`src/design/u8vt_pkg.sv`:
```
// types, codes and small helper functions for the utf-8 validating transcoder
// used by u8vt_decode, u8vt_emit and utf8_validating_transcoder
// no dependencies
package u8vt_pkg;

   localparam int BYTE_W = 8;
   localparam int CSR_IDX_W = 1;
   localparam int CSR_DATA_W = 3;
   localparam int NUM_SEGS = 5;

   // configuration register indexes
   localparam logic [CSR_IDX_W-1:0] REG_CODEC = 1'b0;
   localparam logic [CSR_IDX_W-1:0] REG_ERR_MODE = 1'b1;

   typedef enum logic [1:0] {
      FMT_UTF8      = 2'd0,
      FMT_UTF8_MARK = 2'd1,
      FMT_ASCII     = 2'd2,
      FMT_LATIN1    = 2'd3
   } codec_type;

   typedef enum logic [2:0] {
      ERR_STRICT      = 3'd0,
      ERR_IGNORE      = 3'd1,
      ERR_REPLACE     = 3'd2,
      ERR_BACKSLASH   = 3'd3,
      ERR_XMLCHAR     = 3'd4,
      ERR_UNSUPPORTED = 3'd5,
      ERR_UNKNOWN     = 3'd6,
      ERR_RESERVED    = 3'd7
   } err_mode_type;

   typedef enum logic [1:0] {
      STAT_OK      = 2'd0,
      STAT_UNICODE = 2'd1,
      STAT_TYPE    = 2'd2,
      STAT_LOOKUP  = 2'd3
   } status_type;

   // kind of one output segment
   typedef enum logic [1:0] {
      SEG_PASS = 2'd0,   // bytes copied out as they are
      SEG_REPL = 2'd1,   // replacement character ef bf bd
      SEG_ESC  = 2'd2,   // \xhh for each held byte
      SEG_STAT = 2'd3    // status or bare end marker, no byte
   } seg_kind_type;

   typedef struct packed {
      seg_kind_type            kind;
      logic [3:0]              len;
      logic [3:0][BYTE_W-1:0]  data;
   } seg_type;

   // everything one request expands into, in output order
   typedef struct packed {
      seg_type [NUM_SEGS-1:0] seg;
      logic                   last;
   } plan_type;

   typedef struct packed {
      logic              ok;
      logic [1:0]        need;
      logic [BYTE_W-1:0] lo;
      logic [BYTE_W-1:0] hi;
   } lead_type;

   localparam logic [BYTE_W-1:0] CONT_LO    = 8'h80;
   localparam logic [BYTE_W-1:0] CONT_HI    = 8'hBF;
   localparam logic [BYTE_W-1:0] LEAD2_LO   = 8'hC2;
   localparam logic [BYTE_W-1:0] LEAD2_HI   = 8'hDF;
   localparam logic [BYTE_W-1:0] LEAD_E0    = 8'hE0;
   localparam logic [BYTE_W-1:0] LEAD_ED    = 8'hED;
   localparam logic [BYTE_W-1:0] LEAD_EF    = 8'hEF;
   localparam logic [BYTE_W-1:0] LEAD_F0    = 8'hF0;
   localparam logic [BYTE_W-1:0] LEAD_F4    = 8'hF4;
   localparam logic [BYTE_W-1:0] E0_LO      = 8'hA0;
   localparam logic [BYTE_W-1:0] ED_HI      = 8'h9F;
   localparam logic [BYTE_W-1:0] F0_LO      = 8'h90;
   localparam logic [BYTE_W-1:0] F4_HI      = 8'h8F;
   localparam logic [BYTE_W-1:0] BOM_1      = 8'hBB;
   localparam logic [BYTE_W-1:0] BOM_2      = 8'hBF;
   localparam logic [BYTE_W-1:0] REPL_0     = 8'hEF;
   localparam logic [BYTE_W-1:0] REPL_1     = 8'hBF;
   localparam logic [BYTE_W-1:0] REPL_2     = 8'hBD;
   localparam logic [BYTE_W-1:0] CHAR_BSL   = 8'h5C;
   localparam logic [BYTE_W-1:0] CHAR_X     = 8'h78;

   function automatic lead_type lead_info(input logic [BYTE_W-1:0] b);
      lead_type r;
      r.ok   = 1'b1;
      r.need = 2'd0;
      r.lo   = CONT_LO;
      r.hi   = CONT_HI;
      if (b >= LEAD2_LO && b <= LEAD2_HI) begin
         r.need = 2'd1;
      end else if (b == LEAD_E0) begin
         r.need = 2'd2;
         r.lo   = E0_LO;
      end else if (b == LEAD_ED) begin
         r.need = 2'd2;
         r.hi   = ED_HI;
      end else if (b > LEAD_E0 && b <= LEAD_EF) begin
         r.need = 2'd2;
      end else if (b == LEAD_F0) begin
         r.need = 2'd3;
         r.lo   = F0_LO;
      end else if (b == LEAD_F4) begin
         r.need = 2'd3;
         r.hi   = F4_HI;
      end else if (b > LEAD_F0 && b < LEAD_F4) begin
         r.need = 2'd3;
      end else begin
         r.ok = 1'b0;
      end
      return r;
   endfunction

   function automatic logic [BYTE_W-1:0] hex_digit(input logic [3:0] v);
      logic [BYTE_W-1:0] r;
      if (v < 4'd10) r = 8'h30 + {4'd0, v};
      else r = 8'h57 + {4'd0, v};
      return r;
   endfunction

endpackage

```
`src/design/u8vt_decode.sv`:
```
// request register, stream state and configuration registers; expands the held
// request into an ordered list of output segments
// depends on u8vt_pkg
module u8vt_decode (
   input  logic                           clock,
   input  logic                           reset,
   input  logic                           csr_we,
   input  logic [u8vt_pkg::CSR_IDX_W-1:0] csr_index,
   input  logic [u8vt_pkg::CSR_DATA_W-1:0] csr_wdata,
   input  logic                           req_tvalid,
   output logic                           req_tready,
   input  logic [u8vt_pkg::BYTE_W-1:0]    req_tdata,
   input  logic                           req_tlast,
   input  logic                           commit,
   output logic                           item_vld,
   output u8vt_pkg::plan_type             plan
);
   import u8vt_pkg::*;

   logic                  item_vld_ff;
   logic [BYTE_W-1:0]     byte_ff;
   logic                  last_ff;
   logic [BYTE_W-1:0]     pend_ff [3];
   logic [BYTE_W-1:0]     pend_in [3];
   logic [1:0]            cnt_ff, cnt_in;
   logic [1:0]            need_ff, need_in;
   logic                  start_ff, start_in;
   logic                  halt_ff, halt_in;
   codec_type             codec_ff;
   err_mode_type          mode_ff;

   lead_type              li_b, li_p;
   logic [BYTE_W-1:0]     lo, hi;
   logic                  in_rng, lead_now, mark, is_utf8;
   logic                  s0_on, s1_on, s2_on, s3_on;
   logic [2:0]            s2_n;
   logic [3:0][BYTE_W-1:0] s2_data;
   logic                  halting, early, halt, any;
   status_type            halt_st;

   function automatic seg_type make_span(input logic on, input logic [3:0][BYTE_W-1:0] d,
                                         input logic [1:0] n, input err_mode_type m);
      seg_type s;
      s.kind = SEG_REPL;
      s.len  = 4'd0;
      s.data = d;
      if (on && n != 2'd0) begin
         case (m)
            ERR_REPLACE: begin
               s.kind = SEG_REPL;
               s.len  = 4'd3;
            end
            ERR_BACKSLASH: begin
               s.kind = SEG_ESC;
               s.len  = {n, 2'b00};
            end
            default: s.len = 4'd0;
         endcase
      end
      return s;
   endfunction

   assign req_tready = !item_vld_ff || commit;
   assign item_vld   = item_vld_ff;
   assign is_utf8    = (codec_ff == FMT_UTF8) || (codec_ff == FMT_UTF8_MARK);

   always_comb begin
      li_b     = lead_info(byte_ff);
      li_p     = lead_info(pend_ff[0]);
      lo       = (cnt_ff == 2'd1) ? li_p.lo : CONT_LO;
      hi       = (cnt_ff == 2'd1) ? li_p.hi : CONT_HI;
      in_rng   = (byte_ff >= lo) && (byte_ff <= hi);
      cnt_in   = cnt_ff;
      need_in  = need_ff;
      pend_in  = pend_ff;
      start_in = start_ff;
      s0_on    = 1'b0;
      s1_on    = 1'b0;
      s2_on    = 1'b0;
      s2_n     = 3'd1;
      s2_data  = '0;
      lead_now = 1'b0;
      mark     = 1'b0;
      if (is_utf8) begin
         if (cnt_ff == 2'd0) begin
            lead_now = 1'b1;
         end else if (!in_rng) begin
            // held bytes become a bad span, the byte is looked at again as a lead
            s0_on    = 1'b1;
            lead_now = 1'b1;
            cnt_in   = 2'd0;
            need_in  = 2'd0;
            start_in = 1'b0;
         end else if (cnt_ff >= need_ff) begin
            mark = (codec_ff == FMT_UTF8_MARK) && start_ff && (cnt_ff == 2'd2) &&
                   (pend_ff[0] == LEAD_EF) && (pend_ff[1] == BOM_1) && (byte_ff == BOM_2);
            s2_on      = !mark;
            s2_n       = {1'b0, cnt_ff} + 3'd1;
            s2_data[0] = pend_ff[0];
            s2_data[1] = (cnt_ff > 2'd1) ? pend_ff[1] : byte_ff;
            s2_data[2] = (cnt_ff > 2'd2) ? pend_ff[2] : byte_ff;
            s2_data[3] = byte_ff;
            cnt_in     = 2'd0;
            need_in    = 2'd0;
            start_in   = 1'b0;
         end else begin
            case (cnt_ff)
               2'd1:    pend_in[1] = byte_ff;
               default: pend_in[2] = byte_ff;
            endcase
            cnt_in = cnt_ff + 2'd1;
         end
         if (lead_now) begin
            if (!byte_ff[7]) begin
               s2_on      = 1'b1;
               s2_n       = 3'd1;
               s2_data[0] = byte_ff;
               start_in   = 1'b0;
            end else if (li_b.ok) begin
               pend_in[0] = byte_ff;
               cnt_in     = 2'd1;
               need_in    = li_b.need;
            end else begin
               s1_on    = 1'b1;
               start_in = 1'b0;
            end
         end
      end else begin
         s0_on    = (cnt_ff != 2'd0);
         cnt_in   = 2'd0;
         need_in  = 2'd0;
         start_in = 1'b0;
         if (!byte_ff[7]) begin
            s2_on      = 1'b1;
            s2_n       = 3'd1;
            s2_data[0] = byte_ff;
         end else if (codec_ff == FMT_LATIN1) begin
            s2_on      = 1'b1;
            s2_n       = 3'd2;
            s2_data[0] = {6'b110000, byte_ff[7:6]};
            s2_data[1] = {2'b10, byte_ff[5:0]};
         end else begin
            s1_on = 1'b1;
         end
      end
      s3_on = last_ff && (cnt_in != 2'd0);
   end

   always_comb begin
      case (mode_ff)
         ERR_IGNORE, ERR_REPLACE, ERR_BACKSLASH: halting = 1'b0;
         default:                                halting = 1'b1;
      endcase
      case (mode_ff)
         ERR_XMLCHAR:               halt_st = STAT_TYPE;
         ERR_UNKNOWN, ERR_RESERVED: halt_st = STAT_LOOKUP;
         default:                   halt_st = STAT_UNICODE;
      endcase
      // a halting span drops whatever the request would produce after it
      early   = halting && (s0_on || s1_on);
      halt    = !halt_ff && halting && (s0_on || s1_on || s3_on);
      halt_in = halt && !last_ff;

      plan.last   = last_ff;
      plan.seg[0] = make_span(!halt_ff && s0_on,
                              {8'd0, pend_ff[2], pend_ff[1], pend_ff[0]}, cnt_ff, mode_ff);
      plan.seg[1] = make_span(!halt_ff && s1_on, {24'd0, byte_ff}, 2'd1, mode_ff);
      plan.seg[2].kind = SEG_PASS;
      plan.seg[2].data = s2_data;
      plan.seg[2].len  = (!halt_ff && s2_on && !early) ? {1'b0, s2_n} : 4'd0;
      plan.seg[3] = make_span(!halt_ff && s3_on,
                              {8'd0, pend_in[2], pend_in[1], pend_in[0]}, cnt_in, mode_ff);
      any = (plan.seg[0].len != 4'd0) || (plan.seg[1].len != 4'd0) ||
            (plan.seg[2].len != 4'd0) || (plan.seg[3].len != 4'd0);
      plan.seg[4].kind = SEG_STAT;
      plan.seg[4].data = {24'd0, 6'd0, halt ? halt_st : STAT_OK};
      plan.seg[4].len  = (halt || (last_ff && !any)) ? 4'd1 : 4'd0;
   end

   always_ff @(posedge clock) begin
      if (reset) begin
         item_vld_ff <= 1'b0;
         cnt_ff      <= 2'd0;
         need_ff     <= 2'd0;
         start_ff    <= 1'b1;
         halt_ff     <= 1'b0;
         codec_ff    <= FMT_UTF8;
         mode_ff     <= ERR_STRICT;
      end else begin
         if (csr_we) begin
            case (csr_index)
               REG_CODEC:    codec_ff <= codec_type'(csr_wdata[1:0]);
               REG_ERR_MODE: mode_ff  <= err_mode_type'(csr_wdata);
               default:      ;
            endcase
         end
         if (req_tready) item_vld_ff <= req_tvalid;
         if (commit) begin
            if (last_ff) begin
               cnt_ff   <= 2'd0;
               need_ff  <= 2'd0;
               start_ff <= 1'b1;
               halt_ff  <= 1'b0;
            end else if (!halt_ff) begin
               cnt_ff   <= cnt_in;
               need_ff  <= need_in;
               start_ff <= start_in;
               halt_ff  <= halt_in;
            end
         end
      end
   end

   always_ff @(posedge clock) begin
      if (req_tready && req_tvalid) begin
         byte_ff <= req_tdata;
         last_ff <= req_tlast;
      end
      if (commit && !halt_ff) pend_ff <= pend_in;
   end

endmodule

```
`src/design/u8vt_emit.sv`:
```
// walks the segment list of the held request into the response register, one output byte
// per cycle while the response register can be loaded
// depends on u8vt_pkg
module u8vt_emit (
   input  logic                        clock,
   input  logic                        reset,
   input  logic                        item_vld,
   input  u8vt_pkg::plan_type          plan,
   output logic                        commit,
   output logic                        rsp_tvalid,
   input  logic                        rsp_tready,
   output logic [u8vt_pkg::BYTE_W-1:0] rsp_tdata,
   output logic                        rsp_tlast,
   output logic [3:0]                  rsp_tuser
);
   import u8vt_pkg::*;

   logic [NUM_SEGS-1:0] done_ff;
   logic [3:0]          sub_ff;
   logic                rsp_vld_ff;
   logic [BYTE_W-1:0]   rsp_byte_ff;
   logic                rsp_bvld_ff, rsp_run_ff, rsp_done_ff;
   status_type          rsp_st_ff;

   logic [NUM_SEGS-1:0] live, rest, cur_bit;
   logic [2:0]          cur;
   logic                has, can_load, emit, seg_end, fin;
   seg_type             cs;
   logic [BYTE_W-1:0]   esc_src, elem;
   logic                elem_vld;
   status_type          elem_st;

   always_comb begin
      for (int i = 0; i < NUM_SEGS; i++) live[i] = (plan.seg[i].len != 4'd0) && !done_ff[i];
      cur = 3'd0;
      for (int i = NUM_SEGS - 1; i >= 0; i--) begin
         if (live[i]) cur = 3'(i);
      end
      cur_bit  = NUM_SEGS'(1) << cur;
      rest     = live & ~cur_bit;
      has      = |live;
      cs       = plan.seg[cur];
      can_load = !rsp_vld_ff || rsp_tready;
      emit     = item_vld && has && can_load;
      seg_end  = (sub_ff == cs.len - 4'd1);
      fin      = seg_end && (rest == '0);
      commit   = item_vld && (!has || (emit && fin));

      esc_src  = cs.data[sub_ff[3:2]];
      elem     = 8'd0;
      elem_vld = 1'b1;
      elem_st  = STAT_OK;
      case (cs.kind)
         SEG_PASS: elem = cs.data[sub_ff[1:0]];
         SEG_REPL: begin
            case (sub_ff[1:0])
               2'd0:    elem = REPL_0;
               2'd1:    elem = REPL_1;
               default: elem = REPL_2;
            endcase
         end
         SEG_ESC: begin
            case (sub_ff[1:0])
               2'd0:    elem = CHAR_BSL;
               2'd1:    elem = CHAR_X;
               2'd2:    elem = hex_digit(esc_src[7:4]);
               default: elem = hex_digit(esc_src[3:0]);
            endcase
         end
         default: begin
            elem_vld = 1'b0;
            elem_st  = status_type'(cs.data[0][1:0]);
         end
      endcase
   end

   always_ff @(posedge clock) begin
      if (reset) begin
         done_ff    <= '0;
         sub_ff     <= 4'd0;
         rsp_vld_ff <= 1'b0;
      end else begin
         if (commit) begin
            done_ff <= '0;
            sub_ff  <= 4'd0;
         end else if (emit) begin
            if (seg_end) begin
               done_ff <= done_ff | cur_bit;
               sub_ff  <= 4'd0;
            end else begin
               sub_ff <= sub_ff + 4'd1;
            end
         end
         if (emit) rsp_vld_ff <= 1'b1;
         else if (rsp_tready) rsp_vld_ff <= 1'b0;
      end
   end

   always_ff @(posedge clock) begin
      if (emit) begin
         rsp_byte_ff <= elem;
         rsp_bvld_ff <= elem_vld;
         rsp_st_ff   <= elem_st;
         rsp_run_ff  <= fin;
         rsp_done_ff <= fin && plan.last;
      end
   end

   assign rsp_tvalid = rsp_vld_ff;
   assign rsp_tdata  = rsp_byte_ff;
   assign rsp_tlast  = rsp_done_ff;
   assign rsp_tuser  = {rsp_st_ff, rsp_run_ff, rsp_bvld_ff};

   // a marker result carries no byte
   a_marker_zero: assert property (@(posedge clock) disable iff (reset)
      rsp_vld_ff && !rsp_bvld_ff |-> rsp_byte_ff == 8'd0)
      else $error("marker result with nonzero byte");

   // end of stream is always also end of the request's results
   a_done_run: assert property (@(posedge clock) disable iff (reset)
      rsp_vld_ff && rsp_done_ff |-> rsp_run_ff)
      else $error("stream end without request end");

   // a final request always produces at least one result
   a_last_emits: assert property (@(posedge clock) disable iff (reset)
      item_vld && plan.last && done_ff == '0 |-> has)
      else $error("final request with no results");

   // segment progress only exists while a request is held
   a_done_idle: assert property (@(posedge clock) disable iff (reset)
      !item_vld |-> done_ff == '0 && sub_ff == 4'd0)
      else $error("stale segment progress");

   // after the final result of a request the next one starts clean
   a_commit_clear: assert property (@(posedge clock) disable iff (reset)
      commit |=> done_ff == '0)
      else $error("progress not cleared after commit");

endmodule

```
`src/design/utf8_validating_transcoder.sv`:
```
// top level of the utf-8 validating transcoder
// depends on u8vt_pkg, u8vt_decode, u8vt_emit
//
//  channel  dir  handshake              payload
//  req      in   req_tvalid/req_tready  tdata in_byte, tlast stream_last
//  rsp      out  rsp_tvalid/rsp_tready  tdata text_byte, tlast stream_done,
//                                       tuser byte_valid, run_last, status
//  csr      in   csr_we                 csr_index, csr_wdata (codec, error_mode)
//
// a request stays in the request register until its final result is loaded through the
// single response register port, one result at a time; a request that gives no result
// (a held multi-byte lead or continuation) leaves without waiting on the response side.
// bytes below 0x80 therefore run at one byte per cycle while the response is not stalled.
// reset is synchronous and clears the stream state and both registers to utf8 / strict.
// a stalled response stalls the walk; the request side is ready while none is held, or
// while the held one gives no result or is on its final result and the response is free.
module utf8_validating_transcoder (
   input  logic                            clock,
   input  logic                            reset,
   input  logic                            csr_we,
   input  logic [u8vt_pkg::CSR_IDX_W-1:0]  csr_index,
   input  logic [u8vt_pkg::CSR_DATA_W-1:0] csr_wdata,
   input  logic                            req_tvalid,
   output logic                            req_tready,
   input  logic [u8vt_pkg::BYTE_W-1:0]     req_tdata,   // [7:0] in_byte
   input  logic                            req_tlast,
   output logic                            rsp_tvalid,
   input  logic                            rsp_tready,
   output logic [u8vt_pkg::BYTE_W-1:0]     rsp_tdata,   // [7:0] text_byte
   output logic                            rsp_tlast,
   output logic [3:0]                      rsp_tuser    // [0] byte_valid, [1] run_last,
                                                        // [3:2] status
);
   import u8vt_pkg::*;

   plan_type plan;
   logic     commit;
   logic     item_vld;

   u8vt_decode u_decode (
      .clock      (clock),
      .reset      (reset),
      .csr_we     (csr_we),
      .csr_index  (csr_index),
      .csr_wdata  (csr_wdata),
      .req_tvalid (req_tvalid),
      .req_tready (req_tready),
      .req_tdata  (req_tdata),
      .req_tlast  (req_tlast),
      .commit     (commit),
      .item_vld   (item_vld),
      .plan       (plan)
   );

   u8vt_emit u_emit (
      .clock      (clock),
      .reset      (reset),
      .item_vld   (item_vld),
      .plan       (plan),
      .commit     (commit),
      .rsp_tvalid (rsp_tvalid),
      .rsp_tready (rsp_tready),
      .rsp_tdata  (rsp_tdata),
      .rsp_tlast  (rsp_tlast),
      .rsp_tuser  (rsp_tuser)
   );

endmodule

```
`config.mk`:
```
export PLATFORM = sky130hd
export DESIGN_NAME = utf8_validating_transcoder
export DESIGN_NICKNAME = d
export VERILOG_FILES = /design/src/design/u8vt_pkg.sv /design/src/design/u8vt_decode.sv /design/src/design/u8vt_emit.sv /design/src/design/utf8_validating_transcoder.sv
export SDC_FILE = /design/constraint.sdc
export NUM_CORES = 1
export LEC_CHECK = 0
export BUFFER_PORTS_ARGS = -buffer_cell sky130_fd_sc_hd__buf_2
export CAP_MARGIN = 20
export CELL_PAD_IN_SITES_DETAIL_PLACEMENT = 1
export CELL_PAD_IN_SITES_GLOBAL_PLACEMENT = 1
export CORE_ASPECT_RATIO = 1.2
export CORE_MARGIN = 1
export CORE_UTILIZATION = 36
export DETAILED_ROUTE_END_ITERATION = 10
export MAX_ROUTING_LAYER = met4
export PLACE_DENSITY_LB_ADDON = 0.05
export RECOVER_POWER = 100
export SLEW_MARGIN = 15
export SYNTH_ARGS = -nofsm -noshare
export SYNTH_HDL_FRONTEND = slang
export SYNTH_SLANG_ARGS = --single-unit
```
`constraint.sdc`:
```
create_clock -name clock -period 8.35 [get_ports clock]
set_input_delay 2.505 -clock clock [delete_from_list [all_inputs] [get_ports clock]]
set_output_delay 2.505 -clock clock [all_outputs]
set_load 0.05 [all_outputs]
```
==> results of run 1 <==
==> path summary, 6_finish.rpt <==
check	start	endpoint	slack [ps]	depth (start not counted)
setup / recovery	u_decode.plan[8]	req_tready	200	22
hold / removal	u_decode.need_ff[0]	u_decode.need_ff[0]	480	1
setup reg to reg	u_decode.plan[8]	u_decode.plan[12]	1270	24
hold reg to reg	u_decode.need_ff[0]	u_decode.need_ff[0]	480	1
==> Yosys cell counts, types with 5 or more instances <==
library cell	count	area (um2)
nor4_1	14	87.6
nor3_1	29	145
a21o_1	6	45.0
nand3_1	31	155
o211ai_1	8	60.1
or3_1	7	43.8
a21oi_1	35	175
edfxtp_1	46	1380
o31ai_1	10	75.1
and2_1	8	50.1
and3_1	8	50.1
or2_2	5	31.3
o21ai_1	7	35.0
mux2i_1	11	110
a22o_1	6	52.6
a22oi_1	8	60.1
o221ai_1	6	52.6
nor2_1	64	240
inv_1	29	109
o21ai_0	34	170
a31oi_1	9	56.3
clkbuf_1	28	105
nand2b_1	7	43.8
o22ai_1	12	75.1
a221oi_1	9	78.8
nand2_1	70	263
xnor2_1	6	52.6
ha_1	19	238
nand4_1	10	62.6
buf_2	10	50.1
a211oi_1	10	75.1
mux2_2	13	146
dfxtp_1	22	440
o2111ai_1	7	61.3
==> worst max-delay path: stages, from the launching register on <==
cell       delay [ps]
edfxtp_1          400
nand3_1           130
or3b_2            520
or4b_4            520
ha_4              280
nand4b_1          110
clkbuf_4          200
nor4_2            300
o22ai_1           170
nor2_1            260
nor3_1            110
a2111oi_0         410
buf_4             190
o21a_2            120
a21oi_1            40
ha_1              320
xnor2_1           160
a211oi_2          240
o2bb2ai_1         170
and4_4            270
nand3_1           110
nand3_2           110
buf_6             160
==> placed cells by master (no fill, tap or decap), drive strengths merged, types with 7 or more instances in the layout <==
cell	n
a21oi	39
nand2	70
a221oi	11
nor3	30
o211ai	8
nor2	68
and2	8
buf	54
and3	8
or3	8
mux2	13
nand2b	7
mux2i	11
a21o	7
nand3	32
a211oi	11
o2111ai	7
o221ai	7
clkbuf	38
nand4	10
dfxtp	22
edfxtp	46
o31ai	12
a31oi	9
o22ai	12
inv	30
nor4	15
o21ai	41
a22oi	9
ha	19
==> through the flow <==
stage	power (mW)	hold WS, ps	instance area (um2)	setup WS, ps
finish	1.35	485	6810	202
global route	1.41	525	6810	11.3
CTS	1.35	491	6840	128
detailed placement	0.969	470	6440	151
global placement	0.962	477	6440	266
floorplan	0.786	438	5920	69.7
==> routing by layer <==
metal | GRT usage | wire (um) | vias to the layer above
li1 | - | - | 2848
met3 | 0.0489 | 1280 | 90
met4 | 0.209 | 1620 | 0
met2 | 0.560 | 13100 | 246
met5 | - | 0 | -
met1 | 0.363 | 10500 | 3240
==> registers in the layout, summed over array words and instances, names as in the netlist, 2 cells and up <==
| name | flops |
|---|---|
| u_decode.codec_ff | 2 |
| u_decode.need_ff | 2 |
| u_emit.rsp_st_ff | 2 |
| u_emit.rsp_tdata | 8 |
| u_decode.byte_ff | 8 |
| u_decode.cnt_ff | 2 |
| u_emit.sub_ff | 4 |
| u_emit.done_ff | 5 |
| u_decode.mode_ff | 3 |
| u_decode.plan | 24 |
==> report_power, final <==
part | internal, mW | total (mW) | switching (mW) | leakage [nW]
clock | 0.225 | 0.373 | 0.148 | 0.143
combinational | 0.175 | 0.537 | 0.362 | 1.69
sequential | 0.404 | 0.443 | 0.0385 | 0.594
==> cells by family after synthesis <==
family	synth area share
and+or+nand+nor	0.249
muxes	0.0472
DFF	0.308
adders and majority gates	0.0402
buffers and inverters	0.0527
AOI/OAI and AO/OA	0.286
xor gates and xnor gates	0.0171
==> what timing repair did <==
item,in CTS,in global routing
setup buffers,5,0
hold buffers,0,0
endpoints found under the setup margin,1,1
pin swaps,7,2
gates resized for setup,17,5
==> final cells by class <==
type	count	area (um2)
Multi-Input combinational cell	569	3860
Clock buffer	14	274
Timing Repair Buffer	78	464
Sequential cell	68	1820
Inverter	30	113
Clock inverter	2	10.0
Fill cell	1877	9020
Tap cell	208	260
==> impl_metrics.ini, run 1 <==
[die]
rows = 50
die_h_um = 142
start_util = 0.374
die_area_mm2 = 0.0170
die_w_um = 119
coreArea_mm2 = 0.0158
io_pins = 33

[yosys]
synth.cell_area_mm2 = 0.00592
syn_inst = 711
synth-seq-cells = 68
yosysWarningCount = 0
ys.flop_type = edfxtp_1
synth_cell_type_count = 96
yosysSeqAreaShare = 0.308
synth_nets = 748
synth_edf_count = 46
synthArstFlopShare = 0
avgSynthCellArea_um2 = 8.32

[worst_setup_path]
crit_required_ps = 5850
path_max_fanout = 4
critPathKind = reg2out
critPathArrivalTime_ps = 5640
crit_path_start_kind = flop
endpoint_kind = output pin

[routing]
dr.pass1.iters = 5
drc = 0
drt_wl_total_mm = 26.5
final_antenna_net_count = 0
drt_iter0_drc = 397
wl_per_cell_um = 27.3
viasPerCell = 6.63
vias = 6424

[timing]
fin_crit_sh = 0.976
finalClockSkew_ps = 5.65
hold_viol = 0
max_freq_ghz = 0.123
fin_tns_setup_ps = 0
fin_crit_ps = 8150
rsz0062_at_grt = no
drv_slew = 26
maxSlewHeadroom = -0.0529
worstMarginPinSlew_ps = 1580
setup_viol = 0

[run]
cap_violations = 1

[min_path]
holdCritPathClass = reg2reg

[clock_tree]
htreeDepth = 3
cts.sinks = 68
cts-root-buf = clkbuf_16
clk_latency_ps = 350
clockBufferDepth = 2
clk_pin_slew_worst_paths_ps = 50
tritoncts = yes
cts_buffers = 9

[placement]
io_buffers = 32
hpwl_mm = 20.2
place_inst = 947
gp_congestion = 0.971

[power]
leakage_nw = 2.42
p_per_area_mw_per_mm2 = 199
ir_drop_v = 0.0000905

[cells_and_area]
fin_cells = 969
final_core_utilization = 0.430
drive_gt1_frac = 0.166
nets = 793
syn_to_final_growth_pct = 15.1
antenna_cells = 0

[outcome]
violations = capacitance limit, slew limit
status = complete, but fails checks

[global_routing]
grt-ovfl-total = 0
grt_pass1_vias = 6648
grt_max_degree = 26
antenna_found_initial = 0
grt_use_total = 0.330
grt_pass1_wl_mm = 40.4
(Power assumes the default switching activity.)
==> run 2, diff against run 1 <==
==> constraint.sdc (replaced) <==
create_clock -name clock -period 9.6 [get_ports clock]
set_input_delay 2.88 -clock clock [delete_from_list [all_inputs] [get_ports clock]]
set_output_delay 2.88 -clock clock [all_outputs]
set_load 0.05 [all_outputs]
==> impl_metrics.ini, run 2 (synthesized netlist as in run 1, its figures left out) <==
[clock_tree]
cts-root-buf = clkbuf_16
clk_latency_ps = 350
tritoncts = yes
clk_pin_slew_worst_paths_ps = 60
cts_buffers = 9
clockBufferDepth = 2
cts.sinks = 68
htreeDepth = 3

[die]
io_pins = 33
start_util = 0.374
rows = 50
coreArea_mm2 = 0.0158
die_area_mm2 = 0.0170
die_h_um = 142
die_w_um = 119

[outcome]
violations = capacitance limit, slew limit
status = complete, but fails checks

[routing]
drt_wl_total_mm = 25.9
dr.pass1.iters = 5
final_antenna_net_count = 0
drt_iter0_drc = 486
vias = 6227
viasPerCell = 6.61
drc = 0
wl_per_cell_um = 27.5

[cells_and_area]
drive_gt1_frac = 0.123
layout_common_cells = nand2_1, nor2_1, edfxtp_1, o21ai_0, a21oi_1
syn_to_final_growth_pct = 10.7
nets = 766
largest_reg_flops = 24
mostFrequentLayoutCell = nand2_1
antenna_cells = 0

[timing]
finalClockSkew_ps = 8.66
max_freq_ghz = 0.107
hold_viol = 0
maxSlewHeadroom = -0.0569
setup_ws_ps = 233
fin_crit_ps = 9370
fin_tns_setup_ps = 0
setup_viol = 0
fin_crit_sh = 0.976
drv_slew = 26
rsz0062_at_grt = no
worstMarginPinSlew_ps = 1590

[placement]
dpl_worst_slack_ps = 328
hpwl_mm = 19.5
gp_congestion = 0.932
io_buffers = 32

[worst_setup_path]
crit_required_ps = 6720
path_max_fanout = 19
r2r_setup_slack_ps = 1820
critPathKind = reg2out
crit_path_start_kind = flop
endpoint_kind = output pin
critPathArrivalTime_ps = 6490

[global_routing]
grt_pass1_vias = 6498
grt_pass1_wl_mm = 39.7
grt_max_degree = 26
grt_use_total = 0.324
antenna_found_initial = 0
grt-ovfl-total = 0

[power]
ir_drop_v = 0.0000717
p_per_area_mw_per_mm2 = 177
leakage_nw = 2.28
fin_total_pwr_mw = 1.16

[min_path]
holdCritPathClass = reg2reg

[run]
cap_violations = 1
## run 2: final timing paths
kind                       startpoint             endpoint  depth (start not counted)
hold reg to reg   u_decode.need_ff[0]  u_decode.need_ff[0]                          1
setup reg to reg   u_decode.cnt_ff[1]     u_decode.plan[3]                         24
hold / removal    u_decode.need_ff[0]  u_decode.need_ff[0]                          1
setup / recovery   u_decode.cnt_ff[1]           req_tready                         18
## run 2: stage by stage
step / cells / utilization / instance area (um2) / hold slack [ps]
5_1_grt: 942 / 0.414 / 6550 / 511
2_1_floorplan: 711 / - / 5920 / 438
4_1_cts: 939 / 0.414 / 6550 / 504
6_report: 942 / 0.414 / 6550 / 497
3_3_place_gp: 923 / 0.395 / 6260 / 467
3_5_place_dp: 923 / 0.395 / 6260 / 485
## run 2: per-layer routing
| metal | vias up | GRT usage | part of all wire |
|---|---|---|---|
| met4 | 0 | 0.198 | 0.059 |
| met1 | 3104 | 0.371 | 0.40 |
| li1 | 2786 | - | - |
| met3 | 82 | 0.0385 | 0.051 |
| met2 | 255 | 0.543 | 0.49 |
| met5 | - | - | 0 |
## run 2: repair_timing
item | CTS | global route
setup buffers | 0 | 3
setup endpoints to repair | 1 | 1
pin swaps | 0 | 2
resized for setup | 1 | 10
endpoints found under the hold margin | 0 | 0
hold buffers | 0 | 0
## run 2: power by group
part	internal, mW	switching (mW)	leakage (nW)
logic	0.139	0.294	1.55
clock network	0.191	0.141	0.142
registers	0.352	0.0435	0.594
total	0.681	0.478	2.28
## run 2: layout make-up
type	instances	area, um2
fill	1921	9280
multi-input combinational	569	3800
sequential	68	1820
timing repair buffer	51	269
tap	208	260
clock buffer	11	254
inverter	30	113
clock inverter	5	33.8
## run 2: worst max-delay path, stage by stage (launching register included)
cell and delay, ps:
dfxtp_1 370, inv_1 210, ha_1 280, or3b_2 490
or4b_2 630, ha_1 310, nand4b_1 140, or4_4 520
a221oi_2 350, a21o_1 210, nand3_1 150, buf_4 260
o22ai_1 530, o221ai_1 330, a211oi_1 410, xnor3_1 450
nand3_1 140, nand3_1 110, buf_2 230
==> run 3, diff against run 2 <==
--- a/config.mk
+++ b/config.mk
@@ -9,7 +9,6 @@
 export CAP_MARGIN = 20
 export CELL_PAD_IN_SITES_DETAIL_PLACEMENT = 1
 export CELL_PAD_IN_SITES_GLOBAL_PLACEMENT = 1
-export CORE_ASPECT_RATIO = 1.2
 export CORE_MARGIN = 1
 export CORE_UTILIZATION = 36
 export DETAILED_ROUTE_END_ITERATION = 10
==> impl_metrics.ini, run 3 (synthesized netlist as in run 1, its figures left out) <==
[cells_and_area]
largest_reg_flops = 24
drive_gt1_frac = 0.122
layout_common_cells = nand2_1, nor2_1, edfxtp_1, o21ai_0, a21oi_1
antenna_cells = 0
final_core_utilization = 0.410
mostFrequentLayoutCell = nand2_1
finish.instance_area_mm2 = 0.00653
nets = 763
syn_to_final_growth_pct = 10.4

[die]
die_h_um = 130
io_pins = 33
die_area_mm2 = 0.0169
coreArea_mm2 = 0.0159
rows = 46
start_util = 0.371
die_w_um = 130

[timing]
rsz0062_at_grt = no
setup_ws_ps = 269
maxSlewHeadroom = -0.676
setup_viol = 0
fin_tns_setup_ps = 0
hold_viol = 0
max_freq_ghz = 0.107
fin_crit_sh = 0.972
worstMarginPinSlew_ps = 2500
finalClockSkew_ps = 9.99
fin_crit_ps = 9330
drv_slew = 26

[worst_setup_path]
crit_required_ps = 6720
crit_path_start_kind = flop
reg2reg_from = u_decode.cnt_ff[1]
endpoint_kind = output pin
critPathArrivalTime_ps = 6450
path_max_fanout = 17
critPathKind = reg2out
cp-startpoint = u_decode.cnt_ff[1]

[clock_tree]
cts.sinks = 68
clockBufferDepth = 2
clk_pin_slew_worst_paths_ps = 60
tritoncts = yes
htreeDepth = 3
cts_buffers = 9
cts-root-buf = clkbuf_16
clk_latency_ps = 360

[min_path]
holdCritPathClass = reg2reg
hold_start = u_decode.need_ff[0]

[routing]
vias = 6200
final_antenna_net_count = 0
drt_iter0_drc = 413
drt_wl_total_mm = 25.5
wl_per_cell_um = 26.9
dr.pass1.iters = 7
drc = 0
viasPerCell = 6.55

[placement]
hpwl_mm = 19.3
dpl_worst_slack_ps = 340
gp_congestion = 0.931
dpl-instance-area_mm2 = 0.00627
io_buffers = 32

[global_routing]
grt_pass1_vias = 6268
grt-ovfl-total = 0
grt_max_degree = 26
grt_use_total = 0.326
antenna_found_initial = 0
grt_pass1_wl_mm = 39.0

[outcome]
status = complete, but fails checks
violations = capacitance limit, slew limit

[run]
cap_violations = 1

[power]
leakage_nw = 2.26
ir_drop_v = 0.0000954
p_per_area_mw_per_mm2 = 177
## run 3: final timing paths
| check | to | slack [ps] | cells after the start |
|---|---|---|---|
| setup / recovery | req_tready | 270 | 21 |
| setup reg to reg | u_decode.plan[20] | 1200 | 22 |
| hold / removal | u_decode.need_ff[0] | 490 | 1 |
| hold reg to reg | u_decode.need_ff[0] | 490 | 1 |
## run 3: critical path, cell delays in order (launching register included)
cell	delay, ps
dfxtp_1	370
inv_1	200
ha_1	280
or3b_2	500
or4b_2	640
ha_1	310
nand4b_1	150
or4_4	520
a221oi_2	330
a21o_1	230
and3_4	340
o31ai_1	140
o211ai_1	270
a21oi_1	110
ha_1	320
xnor2_1	150
a211oi_1	220
o2bb2ai_1	170
and4_1	300
nand3_1	140
nand3_1	120
buf_2	270
## run 3: area by class of cell
type | instances | area, um2
clock buffer | 9 | 225
fill | 1944 | 9410
clock inverter | 7 | 50.0
timing repair buffer | 48 | 243
multi-input combinational | 569 | 3810
sequential | 68 | 1820
tap | 216 | 270
inverter | 30 | 113
## run 3: metrics by stage
step | hold WS (ps) | power [mW] | cells
2_1_floorplan | 438 | 0.683 | 711
4_1_cts | 497 | 1.16 | 946
5_1_grt | 543 | 1.20 | 947
3_5_place_dp | 477 | 0.831 | 930
6_report | 493 | 1.15 | 947
3_3_place_gp | 468 | 0.825 | 930
## run 3: report_power, final
| group | leakage [nW] | switching (mW) | internal [mW] |
|---|---|---|---|
| clock | 0.137 | 0.150 | 0.176 |
| combinational | 1.53 | 0.300 | 0.138 |
| sequential | 0.594 | 0.0379 | 0.352 |
## run 3: repair_timing
| action | 4_1_cts | 5_1_grt |
|---|---|---|
| endpoints found under the setup margin | 1 | 1 |
| gates resized for setup | 1 | 12 |
| pin swaps | 0 | 1 |
| buffers inserted | 0 | 1 |
| hold buffers | 0 | 0 |
## run 3: metal layers
layer / track usage / part of all wire / routed length (um) / vias up
li1: - / - / - / 2800
met1: 0.393 / 0.43 / 10900 / 3118
met2: 0.534 / 0.48 / 12200 / 219
met3: 0.0443 / 0.050 / 1270 / 63
met4: 0.159 / 0.045 / 1150 / 0
met5: - / 0 / 0 / -
